File: config.mk
export PLATFORM = sky130hd
export DESIGN_NAME = edit_distance_engine_flat
export DESIGN_NICKNAME = d
export VERILOG_FILES = /design/src/sv/ed_pkg.sv /design/src/sv/ed_if.sv /design/src/sv/ed_ram.sv /design/src/sv/edit_distance_engine.sv /design/src/flat_wrapper.sv
export SDC_FILE = /design/constraint.sdc
export NUM_CORES = 1
export LEC_CHECK = 0
export ABC_AREA = 0
export BUFFER_PORTS_ARGS = -buffer_cell sky130_fd_sc_hd__buf_2
export CORE_MARGIN = 2
export CORE_UTILIZATION = 45
export DETAILED_ROUTE_END_ITERATION = 8
export HOLD_SLACK_MARGIN = 0.06
export PLACE_DENSITY_LB_ADDON = 0.05
export SYNTH_ARGS = -nofsm -noshare
export SYNTH_HDL_FRONTEND = slang
export SYNTH_HIERARCHICAL = 1
export SYNTH_SLANG_ARGS = --single-unit
File: constraint.sdc
create_clock -name clk -period 17.43 [get_ports clk]
set_clock_uncertainty 0.1 [all_clocks]
set_input_delay 3.486 -clock clk [delete_from_list [all_inputs] [get_ports clk]]
set_output_delay 3.486 -clock clk [all_outputs]
set_load 0.02 [all_outputs]
File: src/sv/ed_pkg.sv
// Shared types, constants and the case-folding function of the edit distance engine.
// Depends on nothing; used by the interfaces, the top level and the checker.
package ed_pkg;

    localparam int MAX_LEN_DEF = 64;
    localparam int ACT_W       = 2;
    localparam int CH_W        = 8;
    localparam int DIST_W      = 7;

    typedef enum logic [ACT_W-1:0] {
        ACT_LOAD   = 2'd0,
        ACT_FEED   = 2'd1,
        ACT_REPORT = 2'd2
    } action_t;

    // Folds ASCII upper-case letters to lower case when folding is enabled.
    function automatic logic [CH_W-1:0] fold_byte(input logic [CH_W-1:0] c,
                                                  input logic          fold_en);
        logic [CH_W-1:0] r;
        r = c;
        if (fold_en && c >= 8'h41 && c <= 8'h5A)
        begin
            r = c + 8'h20;
        end
        return r;
    endfunction

endpackage

File: src/sv/ed_if.sv
// Handshake interfaces of the edit distance engine: item input, result output and
// configuration write channel. Depends on ed_pkg.
interface ed_in_if;
    logic            valid;
    logic            ready;
    ed_pkg::action_t action;
    logic [7:0]      ch;

    modport source (output valid, output action, output ch, input ready);
    modport sink   (input valid, input action, input ch, output ready);
endinterface

interface ed_out_if;
    logic                      valid;
    logic                      ready;
    logic [ed_pkg::DIST_W-1:0] distance;
    logic                      overflow;

    modport source (output valid, output distance, output overflow, input ready);
    modport sink   (input valid, input distance, input overflow, output ready);
endinterface

interface ed_cfg_if;
    logic valid;
    logic ready;
    logic ignore_case;

    modport source (output valid, output ignore_case, input ready);
    modport sink   (input valid, input ignore_case, output ready);
endinterface

File: src/sv/ed_ram.sv
// Generic simple dual-port RAM: one write port, one read port with registered data.
// Depends on nothing.
module ed_ram #(
    parameter  int WIDTH = 8,
    parameter  int DEPTH = 64,
    localparam int AW    = (DEPTH > 1) ? $clog2(DEPTH) : 1
) (
    input  logic             clk,
    input  logic             we,
    input  logic [AW-1:0]    waddr,
    input  logic [WIDTH-1:0] wdata,
    input  logic [AW-1:0]    raddr,
    output logic [WIDTH-1:0] rdata
);

    logic [WIDTH-1:0] mem [DEPTH];

    always_ff @(posedge clk)
    begin
        if (we)
        begin
            mem[waddr] <= wdata;
        end
        rdata <= mem[raddr];
    end

endmodule

File: src/sv/edit_distance_engine.sv
// Top level of the Levenshtein edit distance engine: control, row update datapath
// and the two RAMs. Depends on ed_pkg, ed_if (interfaces) and ed_ram.
//
//   Channel  Dir  Handshake      Payload
//   cfg      in   valid/ready    ignore_case
//   din      in   valid/ready    action, ch
//   dout     out  valid/ready    distance, overflow
//
// A load item leaves the block idle and ready for the next item. A feed item sweeps
// the cost-row RAM one entry per cycle, one entry per loaded byte of the second
// string, through the single read and write port of that RAM.
// A report item waits for the registered RAM read and for the output register to
// drain. Reset clears all counters and flags; no clearing pass is run.
// A configuration write is taken in any cycle; cfg.ready is always high.
module edit_distance_engine #(
    parameter int MAX_LEN = ed_pkg::MAX_LEN_DEF
) (
    input  logic   clk,
    input  logic   rst_n,
    ed_cfg_if.sink cfg,
    ed_in_if.sink  din,
    ed_out_if.source dout
);
    import ed_pkg::*;

    // Counters hold values up to MAX_LEN; the RAMs are MAX_LEN entries deep.
    localparam int LW = $clog2(MAX_LEN + 1);
    localparam int CW = LW;
    localparam int AW = (MAX_LEN > 1) ? $clog2(MAX_LEN) : 1;

    typedef enum logic [1:0] {
        S_IDLE,
        S_FEED,
        S_RPT
    } state_t;

    state_t              state_reg, state_next;
    logic                ignore_case_reg, ignore_case_next;
    logic [LW-1:0]       len_reg, len_next;
    logic [LW-1:0]       cnt_reg, cnt_next;
    logic                drop_reg, drop_next;
    logic [AW-1:0]       idx_reg, idx_next;
    logic [CH_W-1:0]     b_reg, b_next;
    logic [CW-1:0]       diag_reg, diag_next;
    logic [CW-1:0]       left_reg, left_next;
    logic                out_valid_reg, out_valid_next;
    logic [DIST_W-1:0]   distance_reg, distance_next;
    logic                overflow_reg, overflow_next;

    logic                in_fire;
    logic                out_free;
    logic [CH_W-1:0]     folded;
    logic                len_full;
    logic                cnt_full;
    logic                last_cell;
    logic [AW-1:0]       len_m1;
    logic [AW-1:0]       rd_addr;
    logic                str_we;
    logic                cost_we;
    logic [AW-1:0]       cost_waddr;
    logic [CW-1:0]       cost_wdata;
    logic [CH_W-1:0]     str_q;
    logic [CW-1:0]       cost_q;
    logic [CW-1:0]       min_ul;
    logic [CW-1:0]       min_all;
    logic [CW-1:0]       best;

    // The second string lives in one RAM; cost_row entries 1..MAX_LEN live in the
    // other at address j-1. Entry zero always equals the feed count, so cnt_reg
    // stands in for it and needs no storage of its own.
    ed_ram #(
        .WIDTH (CH_W),
        .DEPTH (MAX_LEN)
    ) u_str_ram (
        .clk   (clk),
        .we    (str_we),
        .waddr (AW'(len_reg)),
        .wdata (folded),
        .raddr (rd_addr),
        .rdata (str_q)
    );

    ed_ram #(
        .WIDTH (CW),
        .DEPTH (MAX_LEN)
    ) u_cost_ram (
        .clk   (clk),
        .we    (cost_we),
        .waddr (cost_waddr),
        .wdata (cost_wdata),
        .raddr (rd_addr),
        .rdata (cost_q)
    );

    assign cfg.ready     = 1'b1;
    assign din.ready     = (state_reg == S_IDLE);
    assign dout.valid    = out_valid_reg;
    assign dout.distance = distance_reg;
    assign dout.overflow = overflow_reg;

    assign in_fire  = din.valid && din.ready;
    assign out_free = !out_valid_reg || dout.ready;
    assign folded   = fold_byte(din.ch, ignore_case_reg);
    assign len_full = (len_reg == LW'(MAX_LEN));
    assign cnt_full = (cnt_reg == LW'(MAX_LEN));
    assign len_m1   = AW'(len_reg - LW'(1));
    assign last_cell = (LW'(idx_reg) == (len_reg - LW'(1)));

    // A load writes the folded byte and the fresh row entry j at position j-1.
    // During a feed sweep the cost RAM is written at the cell just read.
    assign str_we     = in_fire && (din.action == ACT_LOAD) && !len_full;
    assign cost_we    = str_we || (state_reg == S_FEED);
    assign cost_waddr = (state_reg == S_FEED) ? idx_reg : AW'(len_reg);
    assign cost_wdata = (state_reg == S_FEED) ? best : CW'(len_reg + LW'(1));

    // The read address runs one cell ahead of the write address during a sweep,
    // so a read never meets a write to the same entry. A report holds its
    // address until the result is placed in the output register.
    always_comb
    begin
        priority if (state_reg == S_FEED)
        begin
            rd_addr = AW'(idx_reg + AW'(1));
        end
        else if (state_reg == S_RPT || din.action == ACT_REPORT)
        begin
            rd_addr = len_m1;
        end
        else
        begin
            rd_addr = '0;
        end
    end

    // One cell of the table: up comes from the RAM, left is the cell just
    // computed, diag is the old value of the cell to the left.
    assign min_ul  = (cost_q < left_reg) ? cost_q : left_reg;
    assign min_all = (min_ul < diag_reg) ? min_ul : diag_reg;
    assign best    = (str_q == b_reg) ? diag_reg : CW'(min_all + CW'(1));

    always_comb
    begin
        state_next       = state_reg;
        ignore_case_next = ignore_case_reg;
        len_next         = len_reg;
        cnt_next         = cnt_reg;
        drop_next        = drop_reg;
        idx_next         = idx_reg;
        b_next           = b_reg;
        diag_next        = diag_reg;
        left_next        = left_reg;
        out_valid_next   = out_valid_reg;
        distance_next    = distance_reg;
        overflow_next    = overflow_reg;

        if (cfg.valid && cfg.ready)
        begin
            ignore_case_next = cfg.ignore_case;
        end

        if (out_valid_reg && dout.ready)
        begin
            out_valid_next = 1'b0;
        end

        unique case (state_reg)
            S_IDLE:
            begin
                if (in_fire)
                begin
                    unique case (din.action)
                        ACT_LOAD:
                        begin
                            if (len_full)
                            begin
                                drop_next = 1'b1;
                            end
                            else
                            begin
                                len_next = len_reg + LW'(1);
                            end
                        end
                        ACT_FEED:
                        begin
                            if (cnt_full)
                            begin
                                drop_next = 1'b1;
                            end
                            else
                            begin
                                // Entry zero moves from the old count to the new one.
                                b_next    = folded;
                                diag_next = cnt_reg;
                                left_next = cnt_reg + LW'(1);
                                cnt_next  = cnt_reg + LW'(1);
                                idx_next  = '0;
                                if (len_reg != '0)
                                begin
                                    state_next = S_FEED;
                                end
                            end
                        end
                        ACT_REPORT:
                        begin
                            state_next = S_RPT;
                        end
                        default:
                        begin
                            // The unused action code is taken and does nothing.
                        end
                    endcase
                end
            end
            S_FEED:
            begin
                diag_next = cost_q;
                left_next = best;
                idx_next  = AW'(idx_reg + AW'(1));
                if (last_cell)
                begin
                    state_next = S_IDLE;
                end
            end
            S_RPT:
            begin
                if (out_free)
                begin
                    out_valid_next = 1'b1;
                    distance_next  = (len_reg == '0) ? DIST_W'(cnt_reg) : DIST_W'(cost_q);
                    overflow_next  = drop_reg;
                    len_next       = '0;
                    cnt_next       = '0;
                    drop_next      = 1'b0;
                    state_next     = S_IDLE;
                end
            end
            default:
            begin
                state_next = S_IDLE;
            end
        endcase
    end

    always_ff @(posedge clk or negedge rst_n)
    begin
        if (!rst_n)
        begin
            state_reg       <= S_IDLE;
            ignore_case_reg <= 1'b0;
            len_reg         <= '0;
            cnt_reg         <= '0;
            drop_reg        <= 1'b0;
            idx_reg         <= '0;
            b_reg           <= '0;
            diag_reg        <= '0;
            left_reg        <= '0;
            out_valid_reg   <= 1'b0;
            distance_reg    <= '0;
            overflow_reg    <= 1'b0;
        end
        else
        begin
            state_reg       <= state_next;
            ignore_case_reg <= ignore_case_next;
            len_reg         <= len_next;
            cnt_reg         <= cnt_next;
            drop_reg        <= drop_next;
            idx_reg         <= idx_next;
            b_reg           <= b_next;
            diag_reg        <= diag_next;
            left_reg        <= left_next;
            out_valid_reg   <= out_valid_next;
            distance_reg    <= distance_next;
            overflow_reg    <= overflow_next;
        end
    end

endmodule

File: src/flat_wrapper.sv
// flat-port wrapper written by rule: the top's interface ports become plain ports
module edit_distance_engine_flat import ed_pkg::*;
#(
    parameter int MAX_LEN = ed_pkg::MAX_LEN_DEF
)
  (clk, rst_n, cfg_valid, cfg_ignore_case, cfg_ready, din_valid, din_action, din_ch, din_ready, dout_valid, dout_distance, dout_overflow, dout_ready);
  ed_cfg_if cfg_i ();
  ed_in_if din_i ();
  ed_out_if dout_i ();
  input  logic clk;
  input  logic rst_n;
  input wire logic [$bits(cfg_i.valid)-1:0] cfg_valid;
  input wire logic [$bits(cfg_i.ignore_case)-1:0] cfg_ignore_case;
  output wire logic [$bits(cfg_i.ready)-1:0] cfg_ready;
  input wire logic [$bits(din_i.valid)-1:0] din_valid;
  input wire logic [$bits(din_i.action)-1:0] din_action;
  input wire logic [$bits(din_i.ch)-1:0] din_ch;
  output wire logic [$bits(din_i.ready)-1:0] din_ready;
  output wire logic [$bits(dout_i.valid)-1:0] dout_valid;
  output wire logic [$bits(dout_i.distance)-1:0] dout_distance;
  output wire logic [$bits(dout_i.overflow)-1:0] dout_overflow;
  input wire logic [$bits(dout_i.ready)-1:0] dout_ready;
  assign cfg_i.valid = cfg_valid;
  assign cfg_i.ignore_case = cfg_ignore_case;
  assign cfg_ready = cfg_i.ready;
  assign din_i.valid = din_valid;
  assign din_i.action = din_action;
  assign din_i.ch = din_ch;
  assign din_ready = din_i.ready;
  assign dout_valid = dout_i.valid;
  assign dout_distance = dout_i.distance;
  assign dout_overflow = dout_i.overflow;
  assign dout_i.ready = dout_ready;
  edit_distance_engine #(.MAX_LEN(MAX_LEN)) u_core (.clk(clk), .rst_n(rst_n), .cfg(cfg_i), .din(din_i), .dout(dout_i));
endmodule
==> impl_results.md <==
- DR pass1 iterations: 7
- Critical path arrival: 7830 ps
- Seq/Total Area, Yosys: 73.0%
- Fillers: 7408
- Post-synth EDFFs: 960
- Final instance area: 0.0469 mm2
- Fmax: 136 MHz
- Worst r2r path cells: 20
- Post-DP HPWL: 63100 um
- Max cap viols: 0
- Mux cell area share after synthesis: 14.6%
- Die X: 309 um
- Startpoint types: input pin
- Yosys warnings: 6
- Largest regs: u_core/u_str_ram/mem x512, u_core/u_cost_ram/mem x448
- Reg-to-Reg Start: u_core/u_cost_ram/rdata[2]
- Leak: 14.8 nW
- Vert. Die Dim: 309 um
- Fin crit period: 7370 ps
- Netlist cell types: 71
- Drt wl/cell: 28.6 um
- Synth Cell Area: 0.0418 mm2
- Slew of the pin with the lowest slew margin: 1260 ps
- R2R Setup Slk: 10610 ps
- Pwr/cell area: 175 mW/mm2
- CP peak stage delay: 620 ps
- Final number of setup-violating endpoints: 0
- I/O Buffers: 25
- Area after DPL: 0.0432 mm2
- Root buffer cell: clkbuf_16
- Ys async rst share: 5.34%
- Pre-CTS WS: 9330 ps
- Fin worst setup slack: 10070 ps
- Layout cells sized above 1: 21.9%
- Worst VDD drop: 0.148 mV
- Slew Viols, Final: 0
- Core area: 0.0918 mm2
- Largest net degree at the start of global routing: 120
- Utilization after layout: 51.1%
- Post-Synth Adder-Cell Area: 0.599%
- Status: complete, no violations
- Worst r2r dst: u_core/u_cost_ram/mem[37][6]
- Total wire length: 104000 um
- CP required: 17890 ps
- CTS sink cnt: 1030
- Synth Area per Inst: 18.4 um2
- Reg with most FFs: u_core/u_str_ram/mem
- Initial Utilization: 45.5%
- Wire length of the first global-routing pass: 152000 um
- Synth Area in Compound Gates: 3.90%
- Cell Chain, Critical Path: buf_2, nor2b_1, nand2_1, nand2_1, o21ai_1, o21ai_4, buf_4, buf_12, mux4_2, mux2i_1, nand2_1, a41o_1
- CP endpoint kind: flip-flop
- WS Path Type: input pin to flip-flop
- Delay-heaviest family, CP: buffers and inverters
- Total grt overflow: 0
- Syn_nets: 2301
- Setup_tns: 0 ps
- TritonCTS clock tree: yes
- Worst min path class: flip-flop to flip-flop
- DRT iter0 DRCs: 2125
- Period utilization: 42.3%
- CTS clk-pin slew, worst paths: 60 ps
- Largest register FFs: 512
- Post-synth top flop: edfxtp_1
- Vias per cell: 5.89
- Most frequent CP cell: nand2_1
- CP max stage cell: mux2i_1
- Post-CTS Hold Fix Bufs: 0
- Via count: 21.5k
- Total GRT Usage: 22.2%
- Initial antenna violation count: 4
- Die Area: 0.0953 mm2
- DRC viols: 0
- Post-route ant nets: 0
- Clock Latency Late Sink: 680 ps
- Critical path fanouts, max: 118
- Row Count: 111
- Final net count: 2349
- Hold path start: u_core/dout.distance[6]
- CTS buffer count: 109
- GP Congestion: 0.809
- RSZ-0062 raised after global routing: no
- Post-CTS Resized: 0
- Total power: 8.19 mW
- H-tree levels: 3
- P&R area growth vs syn: 12.2%
- Hold path depth: 2
- Buffer and inverter count on the worst path: 3
- Worst relative slew slack: 16.1%
- Setup Fix Bufs, Post-CTS: 0
- Xor/xnor share of the synthesized area: 0.755%
- Hold Path End: u_core/dout.distance[6]
- Cells after Synth: 2265
- Simple-gate share of the synthesized area: 5.20%
- Maximum buffer depth of the clock tree: 3
- #FFs+latches synth: 1030
- Vias in the first global route: 21.8k
- Fin. Hold Viols: 0
- Dominant combinational cell family by area after synthesis: multiplexers
- I/O Pins: 27
==> placed cells by master, fill, tap and decap left out, types with 7 or more instances in the layout <==
| cell type | instances |
|---|---|
| a22oi_1 | 11 |
| clkinv_1 | 14 |
| nand2_1 | 122 |
| mux2_2 | 24 |
| nand4_1 | 7 |
| o31ai_1 | 12 |
| clkinv_2 | 26 |
| dfrtp_1 | 55 |
| xnor2_1 | 17 |
| clkbuf_16 | 112 |
| o21ai_0 | 54 |
| dfxtp_1 | 15 |
| o22ai_1 | 22 |
| a211oi_1 | 10 |
| o221ai_1 | 17 |
| xor2_1 | 19 |
| nor2_1 | 191 |
| buf_4 | 33 |
| bufinv_16 | 13 |
| mux2i_1 | 48 |
| ha_1 | 20 |
| mux4_2 | 238 |
| a31oi_1 | 13 |
| inv_1 | 22 |
| buf_2 | 25 |
| a21oi_1 | 25 |
| nor3_1 | 17 |
| nand3b_1 | 8 |
| nand3_1 | 41 |
| and3_1 | 11 |
| nor4_1 | 7 |
| nand2b_1 | 20 |
| clkbuf_1 | 23 |
| edfxtp_1 | 960 |
| nor2b_1 | 22 |
| o21ai_1 | 10 |
==> synthesized netlist by cell type, drive strengths merged, types with 12 or more instances <==
cell type / count / area share (%)
mux2i: 48 / 1.2
dfxtp: 15 / 0.72
a21oi: 28 / 0.34
a31oi: 14 / 0.21
clkbuf: 57 / 0.51
nor2b: 23 / 0.34
edfxtp: 960 / 69
ha: 20 / 0.60
o31ai: 12 / 0.22
nand2b: 21 / 0.31
xor2: 19 / 0.40
buf: 68 / 1.2
nor3: 21 / 0.25
o221ai: 17 / 0.36
xnor2: 17 / 0.36
a22oi: 12 / 0.22
mux4: 238 / 13
o22ai: 27 / 0.40
nand2: 122 / 1.1
nor2: 191 / 1.7
mux2: 24 / 0.65
inv: 22 / 0.20
nand3: 41 / 0.49
o21ai: 67 / 0.80
dfrtp: 55 / 3.3
==> how the worst max path moves through the flow <==
stage | start | to | depth (start not counted)
after floorplan | din_ch[4] | u_core/u_str_ram/mem[0][6] | 4
after global placement | din_action[1] | u_core/u_cost_ram/rdata[0] | 12
after detailed placement | din_action[1] | u_core/u_str_ram/rdata[4] | 13
after CTS | din_action[1] | u_core/u_str_ram/rdata[4] | 13
after global routing | din_action[1] | u_core/u_str_ram/rdata[4] | 13
final | din_action[1] | u_core/u_cost_ram/rdata[0] | 12
==> report_power, final <==
part / leakage [nW] / total (mW) / switching (mW) / internal, mW
sequential: 9.52 / 3.08 / 0.124 / 2.96
clock: 1.79 / 2.34 / 0.945 / 1.39
combinational: 3.50 / 2.77 / 1.66 / 1.11
==> stage by stage <==
step	std cells	hold WS, ps
5_1_grt	3649	422
3_5_place_dp	3445	376
4_1_cts	3649	390
6_report	3650	383
3_3_place_gp	3445	364
2_1_floorplan	2265	360
==> cell type report <==
| cell class | count | area, um2 | area share (%) |
|---|---|---|---|
| sequential | 1030 | 30500 | 65.1 |
| multi-input combinational | 1088 | 10700 | 22.7 |
| clock buffer | 141 | 2970 | 6.34 |
| tap | 1243 | 1560 | 3.32 |
| clock inverter | 63 | 663 | 1.41 |
| timing repair buffer | 62 | 453 | 0.966 |
| inverter | 22 | 82.6 | 0.176 |
| antenna | 1 | 2.50 | 0.00534 |
==> logic make-up (layout without fill, tap and decap cells) <==
group,Yosys count,in the layout
other,1,2
muxes,310,310
and+or+nand+nor,478,478
buffers and inverters,147,288
xor gates and xnor gates,36,36
adders and majority gates,20,20
DFF,1030,1030
AOI/OAI and AO/OA,243,243
==> metal layers <==
metal	vias up	GRT usage, %	part of all wire (%)
met5	-	0	0.022
met4	4	6.10	2.4
met3	152	3.60	5.2
met2	633	36.6	49
met1	11439	30.9	43
li1	9254	-	-
==> worst register-to-register path: cells and delay by family (launching register included) <==
family	cells	cell delay, ps
muxes	3	970
and+or+nand+nor	3	630
AOI/OAI and AO/OA	10	2420
buffers and inverters	1	610
adders and majority gates	3	930
DFF	1	720
(Power assumes the default switching activity.)
